### src/rtl/assert_macros.svh
// Assertion macros shared by the scanner modules.
`ifndef ASSERT_MACROS_SVH
`define ASSERT_MACROS_SVH

// Check a property on every clock edge outside reset.
`define ASSERT_CLK(label, prop, msg) \
  label: assert property (@(posedge clk) disable iff (rst) (prop)) else $error(msg);

// Check a property on every clock edge, reset included.
`define ASSERT_CLK_ALWAYS(label, prop, msg) \
  label: assert property (@(posedge clk) (prop)) else $error(msg);

`endif

### src/rtl/tsms_pkg.sv
// Types, constants and helpers of the track sector mark scanner.
`default_nettype none
package tsms_pkg;

  localparam int MAX_SECTOR_RECORDS = 32;
  localparam int MAX_TRACK_BYTES    = 8192;
  localparam int QUEUE_DEPTH        = 4;

  localparam logic [5:0]  COUNT_CAP = 6'(MAX_SECTOR_RECORDS > 63 ? 63 : MAX_SECTOR_RECORDS);
  localparam logic [12:0] POS_MAX   = 13'(MAX_TRACK_BYTES - 1);

  localparam logic [7:0] ID_MARK_RESET      = 8'hFE;
  localparam logic [7:0] DATA_MARK_RESET    = 8'hFB;
  localparam logic [7:0] DELETED_MARK_RESET = 8'hF8;

  typedef enum logic [1:0] {
    MODE_HUNT_ID,
    MODE_ID_FIELD,
    MODE_HUNT_DATA,
    MODE_SKIP_DATA
  } scan_mode_t;

  typedef enum logic [1:0] {
    REG_ID_MARK,
    REG_DATA_MARK,
    REG_DELETED_MARK
  } cfg_reg_t;

  typedef enum logic {
    KIND_SECTOR  = 1'b0,
    KIND_SUMMARY = 1'b1
  } record_kind_t;

  typedef struct packed {
    logic [7:0] track_byte;
    logic       track_end;
  } in_word_t;

  typedef struct packed {
    logic        record_kind;
    logic [4:0]  sector_index;
    logic [12:0] id_offset;
    logic [7:0]  cylinder;
    logic [7:0]  head;
    logic [7:0]  record_number;
    logic [7:0]  size_code;
    logic [12:0] data_offset;
    logic        data_found;
    logic        deleted;
    logic [5:0]  sector_count;
    logic        last;
  } out_word_t;

  // One queue entry carries everything a single track byte caused.
  typedef struct packed {
    logic       has_sector;
    logic       has_summary;
    out_word_t  sector;
    logic [5:0] count;
  } qentry_t;

  typedef struct packed {
    logic not_empty;
    logic full;
  } queue_status_t;

  // Bytes to skip after a data mark: 2^(N+7)+2 more, N clamped to 7.
  function automatic logic [14:0] skip_len(input logic [7:0] size);
    logic [2:0] nc;
    logic [3:0] sh;
    nc = (size > 8'd7) ? 3'd7 : size[2:0];
    sh = {1'b0, nc} + 4'd7;
    return (15'd1 << sh) + 15'd2;
  endfunction

endpackage
`default_nettype wire

### src/rtl/track_sector_mark_scanner.sv
// Top level of the track sector mark scanner.
`default_nettype none
// The scanner takes one track byte per cycle with no bubbles while the result
// queue has room; each byte's scan step is one pass through the front state
// machine. Results leave at one word per cycle from the output register while
// out_stall is low, so a byte that ends a track with a pending sector needs two
// output words (sector, then summary). A four-entry queue between front and back
// absorbs those bursts and output stalls; input stall rises only when that queue
// is full. Mark registers are written through cfg_write/cfg_index/cfg_data and
// take effect on the next byte; indexes past the deleted mark are ignored.
module track_sector_mark_scanner (
  input  wire logic               clk,
  input  wire logic               rst,
  input  wire logic               cfg_write,
  input  wire logic [1:0]         cfg_index,
  input  wire logic [7:0]         cfg_data,
  input  wire logic               in_valid,
  output logic                    in_stall,
  input  wire tsms_pkg::in_word_t in_data,
  output logic                    out_valid,
  input  wire logic               out_stall,
  output tsms_pkg::out_word_t     out_data
);
  import tsms_pkg::*;

  logic          push;
  qentry_t       push_data;
  logic          pop;
  qentry_t       head;
  queue_status_t q_status;

  tsms_front u_front (
    .clk       (clk),
    .rst       (rst),
    .cfg_write (cfg_write),
    .cfg_index (cfg_index),
    .cfg_data  (cfg_data),
    .in_valid  (in_valid),
    .in_stall  (in_stall),
    .in_data   (in_data),
    .q_status  (q_status),
    .push      (push),
    .push_data (push_data)
  );

  tsms_queue u_queue (
    .clk       (clk),
    .rst       (rst),
    .push      (push),
    .push_data (push_data),
    .pop       (pop),
    .head      (head),
    .status    (q_status)
  );

  tsms_back u_back (
    .clk       (clk),
    .rst       (rst),
    .head      (head),
    .q_status  (q_status),
    .pop       (pop),
    .out_valid (out_valid),
    .out_stall (out_stall),
    .out_data  (out_data)
  );

endmodule
`default_nettype wire

### src/rtl/tsms_front.sv
// Front end: mark registers, byte classification and the scan state machine.
`default_nettype none
module tsms_front (
  input  wire logic               clk,
  input  wire logic               rst,
  input  wire logic               cfg_write,
  input  wire logic [1:0]         cfg_index,
  input  wire logic [7:0]         cfg_data,
  input  wire logic               in_valid,
  output logic                    in_stall,
  input  wire tsms_pkg::in_word_t in_data,
  input  wire tsms_pkg::queue_status_t q_status,
  output logic                    push,
  output tsms_pkg::qentry_t       push_data
);
  import tsms_pkg::*;

  logic [7:0] id_mark;
  logic [7:0] data_mark;
  logic [7:0] deleted_mark;

  scan_mode_t  mode, mode_next;
  logic [12:0] pos, pos_next;
  logic [14:0] skip, skip_next;
  logic [12:0] hoff, hoff_next;
  logic [7:0]  fields [4];
  logic [7:0]  fields_next [4];
  logic [5:0]  count, count_next;
  logic [4:0]  hidx, hidx_next;
  logic        hvalid, hvalid_next;
  logic        data_hit;
  logic        data_del;
  logic        nodata;
  logic        accept;

  assign in_stall = q_status.full;
  assign accept   = in_valid && !in_stall;

  // Write the mark registers.
  always_ff @(posedge clk) begin
    if (rst) begin
      id_mark      <= ID_MARK_RESET;
      data_mark    <= DATA_MARK_RESET;
      deleted_mark <= DELETED_MARK_RESET;
    end else if (cfg_write) begin
      unique case (cfg_index)
        REG_ID_MARK:      id_mark      <= cfg_data;
        REG_DATA_MARK:    data_mark    <= cfg_data;
        REG_DELETED_MARK: deleted_mark <= cfg_data;
        default:          ;
      endcase
    end
  end

  // Hold scan state; advance it on each accepted word.
  always_ff @(posedge clk) begin
    if (rst) begin
      mode   <= MODE_HUNT_ID;
      pos    <= '0;
      skip   <= '0;
      hoff   <= '0;
      fields <= '{default: 8'd0};
      count  <= '0;
      hidx   <= '0;
      hvalid <= 1'b0;
    end else if (accept) begin
      mode   <= mode_next;
      pos    <= pos_next;
      skip   <= skip_next;
      hoff   <= hoff_next;
      fields <= fields_next;
      count  <= count_next;
      hidx   <= hidx_next;
      hvalid <= hvalid_next;
    end
  end

  // Next scan state and the queue entry for this word.
  always_comb begin
    mode_next   = mode;
    skip_next   = skip;
    hoff_next   = hoff;
    fields_next = fields;
    count_next  = count;
    hidx_next   = hidx;
    hvalid_next = hvalid;
    data_hit    = 1'b0;
    data_del    = 1'b0;
    pos_next    = (pos == POS_MAX) ? pos : pos + 13'd1;

    unique case (mode)
      MODE_HUNT_ID: begin
        if (in_data.track_byte == id_mark) begin
          hoff_next   = pos;
          fields_next = '{default: 8'd0};
          if (count < COUNT_CAP) begin
            hidx_next   = count[4:0];
            hvalid_next = 1'b1;
            count_next  = count + 6'd1;
          end else begin
            hvalid_next = 1'b0;
          end
          skip_next = 15'd6;
          mode_next = MODE_ID_FIELD;
        end
      end
      MODE_ID_FIELD: begin
        if (skip >= 15'd3 && skip <= 15'd6) begin
          fields_next[2'(3'd6 - skip[2:0])] = in_data.track_byte;
        end
        if (skip <= 15'd1) begin
          skip_next = '0;
          mode_next = MODE_HUNT_DATA;
        end else begin
          skip_next = skip - 15'd1;
        end
      end
      MODE_HUNT_DATA: begin
        if (in_data.track_byte == data_mark || in_data.track_byte == deleted_mark) begin
          data_hit    = hvalid;
          data_del    = (in_data.track_byte == deleted_mark);
          hvalid_next = 1'b0;
          skip_next   = skip_len(fields[3]);
          mode_next   = MODE_SKIP_DATA;
        end
      end
      MODE_SKIP_DATA: begin
        if (skip <= 15'd1) begin
          skip_next = '0;
          mode_next = MODE_HUNT_ID;
        end else begin
          skip_next = skip - 15'd1;
        end
      end
      default: ;
    endcase

    // A sector still waiting for its data at track end goes out without data.
    nodata = in_data.track_end && hvalid_next &&
             (mode_next == MODE_ID_FIELD || mode_next == MODE_HUNT_DATA);

    push_data.has_sector           = data_hit || nodata;
    push_data.has_summary          = in_data.track_end;
    push_data.count                = count_next;
    push_data.sector.record_kind   = KIND_SECTOR;
    push_data.sector.sector_index  = hidx_next;
    push_data.sector.id_offset     = hoff_next;
    push_data.sector.cylinder      = fields_next[0];
    push_data.sector.head          = fields_next[1];
    push_data.sector.record_number = fields_next[2];
    push_data.sector.size_code     = fields_next[3];
    push_data.sector.data_offset   = data_hit ? pos : 13'd0;
    push_data.sector.data_found    = data_hit;
    push_data.sector.deleted       = data_hit && data_del;
    push_data.sector.sector_count  = 6'd0;
    push_data.sector.last          = !in_data.track_end;

    // Return to the reset scan state after the last word of a track.
    if (in_data.track_end) begin
      mode_next   = MODE_HUNT_ID;
      pos_next    = '0;
      skip_next   = '0;
      hoff_next   = '0;
      fields_next = '{default: 8'd0};
      count_next  = '0;
      hidx_next   = '0;
      hvalid_next = 1'b0;
    end
  end

  assign push = accept && (push_data.has_sector || push_data.has_summary);

endmodule
`default_nettype wire

### src/rtl/tsms_queue.sv
// Short queue of per-word result entries between front and back.
`default_nettype none
`include "assert_macros.svh"
module tsms_queue (
  input  wire logic                  clk,
  input  wire logic                  rst,
  input  wire logic                  push,
  input  wire tsms_pkg::qentry_t     push_data,
  input  wire logic                  pop,
  output tsms_pkg::qentry_t          head,
  output tsms_pkg::queue_status_t    status
);
  import tsms_pkg::*;

  localparam int PTR_W = $clog2(QUEUE_DEPTH);

  qentry_t           entries [QUEUE_DEPTH];
  logic [PTR_W-1:0]  wr_ptr;
  logic [PTR_W-1:0]  rd_ptr;
  logic [PTR_W:0]    count;

  // Store pushed entries.
  always_ff @(posedge clk) begin
    if (push) begin
      entries[wr_ptr] <= push_data;
    end
  end

  // Advance pointers and fill count.
  always_ff @(posedge clk) begin
    if (rst) begin
      wr_ptr <= '0;
      rd_ptr <= '0;
      count  <= '0;
    end else begin
      if (push) wr_ptr <= wr_ptr + PTR_W'(1);
      if (pop)  rd_ptr <= rd_ptr + PTR_W'(1);
      count <= count + (PTR_W+1)'(push) - (PTR_W+1)'(pop);
    end
  end

  assign head             = entries[rd_ptr];
  assign status.not_empty = (count != '0);
  assign status.full      = (count == (PTR_W+1)'(QUEUE_DEPTH));

  `ASSERT_CLK(no_overflow, status.full |-> !push, "push into a full queue")
  `ASSERT_CLK(no_underflow, !status.not_empty |-> !pop, "pop from an empty queue")

endmodule
`default_nettype wire

### src/rtl/tsms_back.sv
// Back end: splits queue entries into result words and holds the output register.
`default_nettype none
`include "assert_macros.svh"
module tsms_back (
  input  wire logic                    clk,
  input  wire logic                    rst,
  input  wire tsms_pkg::qentry_t       head,
  input  wire tsms_pkg::queue_status_t q_status,
  output logic                         pop,
  output logic                         out_valid,
  input  wire logic                    out_stall,
  output tsms_pkg::out_word_t          out_data
);
  import tsms_pkg::*;

  logic      phase;
  logic      load;
  logic      send_sector;
  out_word_t summary;

  assign load        = !out_valid || !out_stall;
  assign send_sector = head.has_sector && !phase;
  assign pop         = load && q_status.not_empty && !(send_sector && head.has_summary);

  // Build the end of track summary word.
  always_comb begin
    summary              = '0;
    summary.record_kind  = KIND_SUMMARY;
    summary.sector_count = head.count;
    summary.last         = 1'b1;
  end

  // Hold the output word until taken; load the next one from the queue head.
  always_ff @(posedge clk) begin
    if (rst) begin
      out_valid <= 1'b0;
      phase     <= 1'b0;
    end else if (load) begin
      out_valid <= q_status.not_empty;
      if (q_status.not_empty) begin
        phase <= send_sector && head.has_summary;
      end
    end
  end

  always_ff @(posedge clk) begin
    if (load && q_status.not_empty) begin
      out_data <= send_sector ? head.sector : summary;
    end
  end

  `ASSERT_CLK(phase_has_pair, phase |-> (q_status.not_empty && head.has_sector && head.has_summary),
              "second half pending without a sector and summary entry")
  `ASSERT_CLK(summary_is_last, (out_valid && out_data.record_kind) |-> out_data.last,
              "summary word not marked last")

endmodule
`default_nettype wire

### config.mk
export PLATFORM = sky130hd
export DESIGN_NAME = track_sector_mark_scanner
export DESIGN_NICKNAME = d
export VERILOG_FILES = /design/src/rtl/tsms_pkg.sv /design/src/rtl/track_sector_mark_scanner.sv /design/src/rtl/tsms_front.sv /design/src/rtl/tsms_queue.sv /design/src/rtl/tsms_back.sv
export VERILOG_INCLUDE_DIRS = /design/src /design/src/rtl
export SDC_FILE = /design/constraint.sdc
export NUM_CORES = 1
export LEC_CHECK = 0
export ABC_AREA = 1
export BUFFER_PORTS_ARGS = -buffer_cell sky130_fd_sc_hd__buf_2
export CORE_MARGIN = 10
export CORE_UTILIZATION = 40
export CTS_BUF_LIST = sky130_fd_sc_hd__clkbuf_8
export DETAILED_ROUTE_END_ITERATION = 16
export PLACE_DENSITY = 0.58
export SETUP_SLACK_MARGIN = 0.15
export SLEW_MARGIN = 20
export SYNTH_ARGS = -nofsm -noshare
export SYNTH_HDL_FRONTEND = slang
export SYNTH_HIERARCHICAL = 1
export SYNTH_SLANG_ARGS = --single-unit
### constraint.sdc
create_clock -name clk -period 5.8 [get_ports clk]
set_input_delay 1.16 -clock clk [delete_from_list [all_inputs] [get_ports clk]]
set_output_delay 1.16 -clock clk [all_outputs]
set_load 0.01 [all_outputs]
==> flow_summary.json <==
{
  "run_status": "complete, no violations",
  "fillCellCount": 5643,
  "total_leakage_power_uw": 0.0108,
  "drc_errors_left": 0,
  "routabilityCongestion": 0.842,
  "avgSynthCellArea_um2": 10.2,
  "grt_first_pass_wirelength_mm": 85.8,
  "io_pins": 99,
  "cp.arrival_ns": 4.35,
  "grt_pass1_vias": 15900,
  "floorplan.die.height_um": 267,
  "rel_slew_slack_pct": 31.5,
  "fmax_mhz": 249,
  "cp_slowest_stage_delay_ns": 0.80,
  "fp.dieArea_um2": 71600,
  "area_inside_the_core_boundary_um2": 60500,
  "async_flop_share_pct": 0,
  "multi_input_combinational_cell_area_um2": 7690,
  "grt_antenna_before_repair": 2,
  "rsz0062_at_grt": "false",
  "postLayoutCoreUtil_pct": 44.4,
  "post_cts_sizing_count": 0,
  "dp_hpwl_mm": 34.3,
  "layout_common_cells": "507 x nand2_1, 400 x inv_1, 397 x edfxtp_1, 153 x a21oi_1, 122 x nand3_1",
  "critical_path.cell_chain": "buf_2 > xnor2_1 > nand2_1 > nor2_1 > nand2_1 > nand2_1 > nand3_1 > o21ai_0 > nand2_1 > clkinv_2 > buf_12",
  "hold_vio_cnt_final": 0,
  "timing.max_cap.violations": 0,
  "grt_start_max_net_pins": 106,
  "detailedRoute.firstIterationViolations": 1217,
  "setup_viol": 0,
  "area_growth_pct": 9.59,
  "cts_setup_buffers": 0,
  "ys_dominant_reg_cell": "edfxtp_1",
  "setup_tns_ns": 0,
  "timing.hold.ws_ns": 0.461,
  "finalCritPeriodShare_pct": 69.1,
  "wl_per_cell_um": 16.0,
  "synth_sequential_area_ratio_pct": 58.6,
  "synth_enable_flop_cells": 397,
  "cp_max_fo": 40,
  "period_minus_slack_ns": 4.01,
  "worstHoldPathType": "register to register",
  "vias": 16200,
  "nets": 2530,
  "critical-path-slowest-cell": "o21ai_0",
  "std_cell_rows": 90,
  "antenna_left": 0,
  "cts_tree": "done",
  "cts-htree-levels": 3,
  "final_max_slew_viol_count": 0,
  "synthesis.yosys.warnings": 6,
  "route.detailed.vias_per_inst": 4.85,
  "netlist_instances": 2406,
  "vdd.ir_drop.worst_mv": 0.225,
  "synth_cell_type_count": 45,
  "grt_remaining_overflow": 0,
  "crit_path_start_kind": "primary input",
  "die_w_um": 267,
  "clk_transition_reported_paths_ns": 0.05,
  "ys_seq_elements": 519,
  "clock_sinks": 519,
  "first_pass_iteration_count_of_the_detailed_router": 5,
  "grt_usage_pct": 15.0,
  "clock-skew-final_ns": 0.0269,
  "cts_buffers": 89,
  "place.port_buffers": 98,
  "clk_path_buf_depth": 3,
  "crit_required_ns": 6.14,
  "worst_skew_pair.late_latency_ns": 0.67,
  "ctsHoldBuffers": 0,
  "cts_root_buf": "clkbuf_8",
  "critPathCaptureType": "register",
  "worstSetupPathType": "primary input to register",
  "pwr_density_cell_nw_per_um2": 419,
  "drive_above_1_share_pct": 17.6,
  "worstMarginPinSlew_ns": 1.03,
  "postRouteWirelength_mm": 53.5,
  "syn_area_um2": 24500,
  "initial_core_util_pct": 40.5,
  "crit_path_frequent_cell": "nand2_1",
  "seqCellArea_um2": 14400,
  "leading_cell_type_in_the_layout_fill_and_taps_excluded": "nand2_1"
}
==> worst max-delay path, delay by kind of cell <==
kind,cells,cell delay (ns)
buffers and inverters,3,1.04
xor gates and xnor gates,1,0.14
and+or+nand+nor,6,1.17
AOI/OAI and AO/OA,1,0.80
==> final cells by class <==
cell class                      count  area share (%)
Antenna cell                        3          0.0280
Inverter                          385            5.41
Timing Repair Buffer              118            2.60
Sequential cell                   519            53.5
Multi-Input combinational cell   1376            28.6
Tap cell                          782            3.64
Clock inverter                     66            1.29
Clock buffer                       95            4.87
==> metrics by stage <==
stage	area (um^2)	power (uW)	setup slack (ns)	std cells
after floorplan	24500	7760	1.32	2414
after global placement	25200	8280	1.10	3180
after detailed placement	25200	8330	1.01	3180
after CTS	26800	11400	1.76	3341
after global routing	26800	12000	1.41	3343
final	26800	11200	1.79	3344
==> worst paths after layout <==
| path | slack [ns] | start | to | cells past startpoint |
|---|---|---|---|---|
| setup / recovery | 1.79 | in_data[1] | u_queue/entries[1][30]$_DFFE_PP_ | 11 |
| hold / removal | 0.46 | u_queue/rd_ptr[1]$_SDFFE_PP0P_ | register | 2 |
| setup reg to reg | 2.13 | u_front/mode[1]$_SDFFE_PP0P_ | u_queue/entries[1][30]$_DFFE_PP_ | 7 |
| hold reg to reg | 0.46 | u_queue/rd_ptr[1]$_SDFFE_PP0P_ | register | 2 |
==> registers in the layout, summed over array words and instances (netlist names), named ones only <==
name                  flops
u_queue/entries         324
u_back/out_data          73
u_front/fields           32
u_front/skip             15
u_front/hoff             13
u_front/pos              13
u_front/data_mark         8
u_front/deleted_mark      8
u_front/id_mark           8
u_front/count             6
u_front/hidx              5
u_queue/count             3
u_front/mode              2
u_queue/rd_ptr            2
u_queue/wr_ptr            2
u_back/out_valid          1
u_back/phase              1
u_front/hvalid            1
==> Yosys cell counts (14+ instances only) <==
library cell,instances,share of area [%]
a21oi_1,153,3.1
a21oi_2,23,0.82
buf_2,32,0.65
buf_4,23,0.70
buf_6,31,1.4
clkbuf_1,31,0.47
dfxtp_1,122,10
edfxtp_1,397,49
ha_1,16,0.82
inv_1,375,5.7
nand2_1,507,7.8
nand2_2,14,0.36
nand3_1,123,2.5
nand4_1,34,0.87
nor2_1,107,1.6
nor2_4,62,2.8
o211ai_2,81,4.1
o21ai_0,108,2.2
o21ai_1,43,0.88
xnor2_1,23,0.82
==> logic make-up after synthesis <==
family | count (synthesis) | share of synthesized area, %
xor+xnor | 33 | 1.18
compound gates | 438 | 12.1
flops | 519 | 58.6
mux | 1 | 0.0409
simple gates | 878 | 16.9
fa+ha+maj | 17 | 0.899
other cells | 1 | 0.0153
buf+inv | 519 | 10.2
==> where the power goes <==
group          internal, uW  switching, uW  total [uW]
Combinational          1010           2330        3340
Sequential             4580            245        4830
Clock                  1610           1470        3070
Total                  7200           4040       11200
==> layer usage <==
layer / track usage, % / vias up / wire (um)
met1: 19.4 / 7640 / 24100
met2: 24.4 / 366 / 25300
li1: - / 8128 / -
met5: 0 / - / 0
met4: 5.73 / 0 / 1190
met3: 3.05 / 78 / 2880
(Power assumes the default switching activity.)
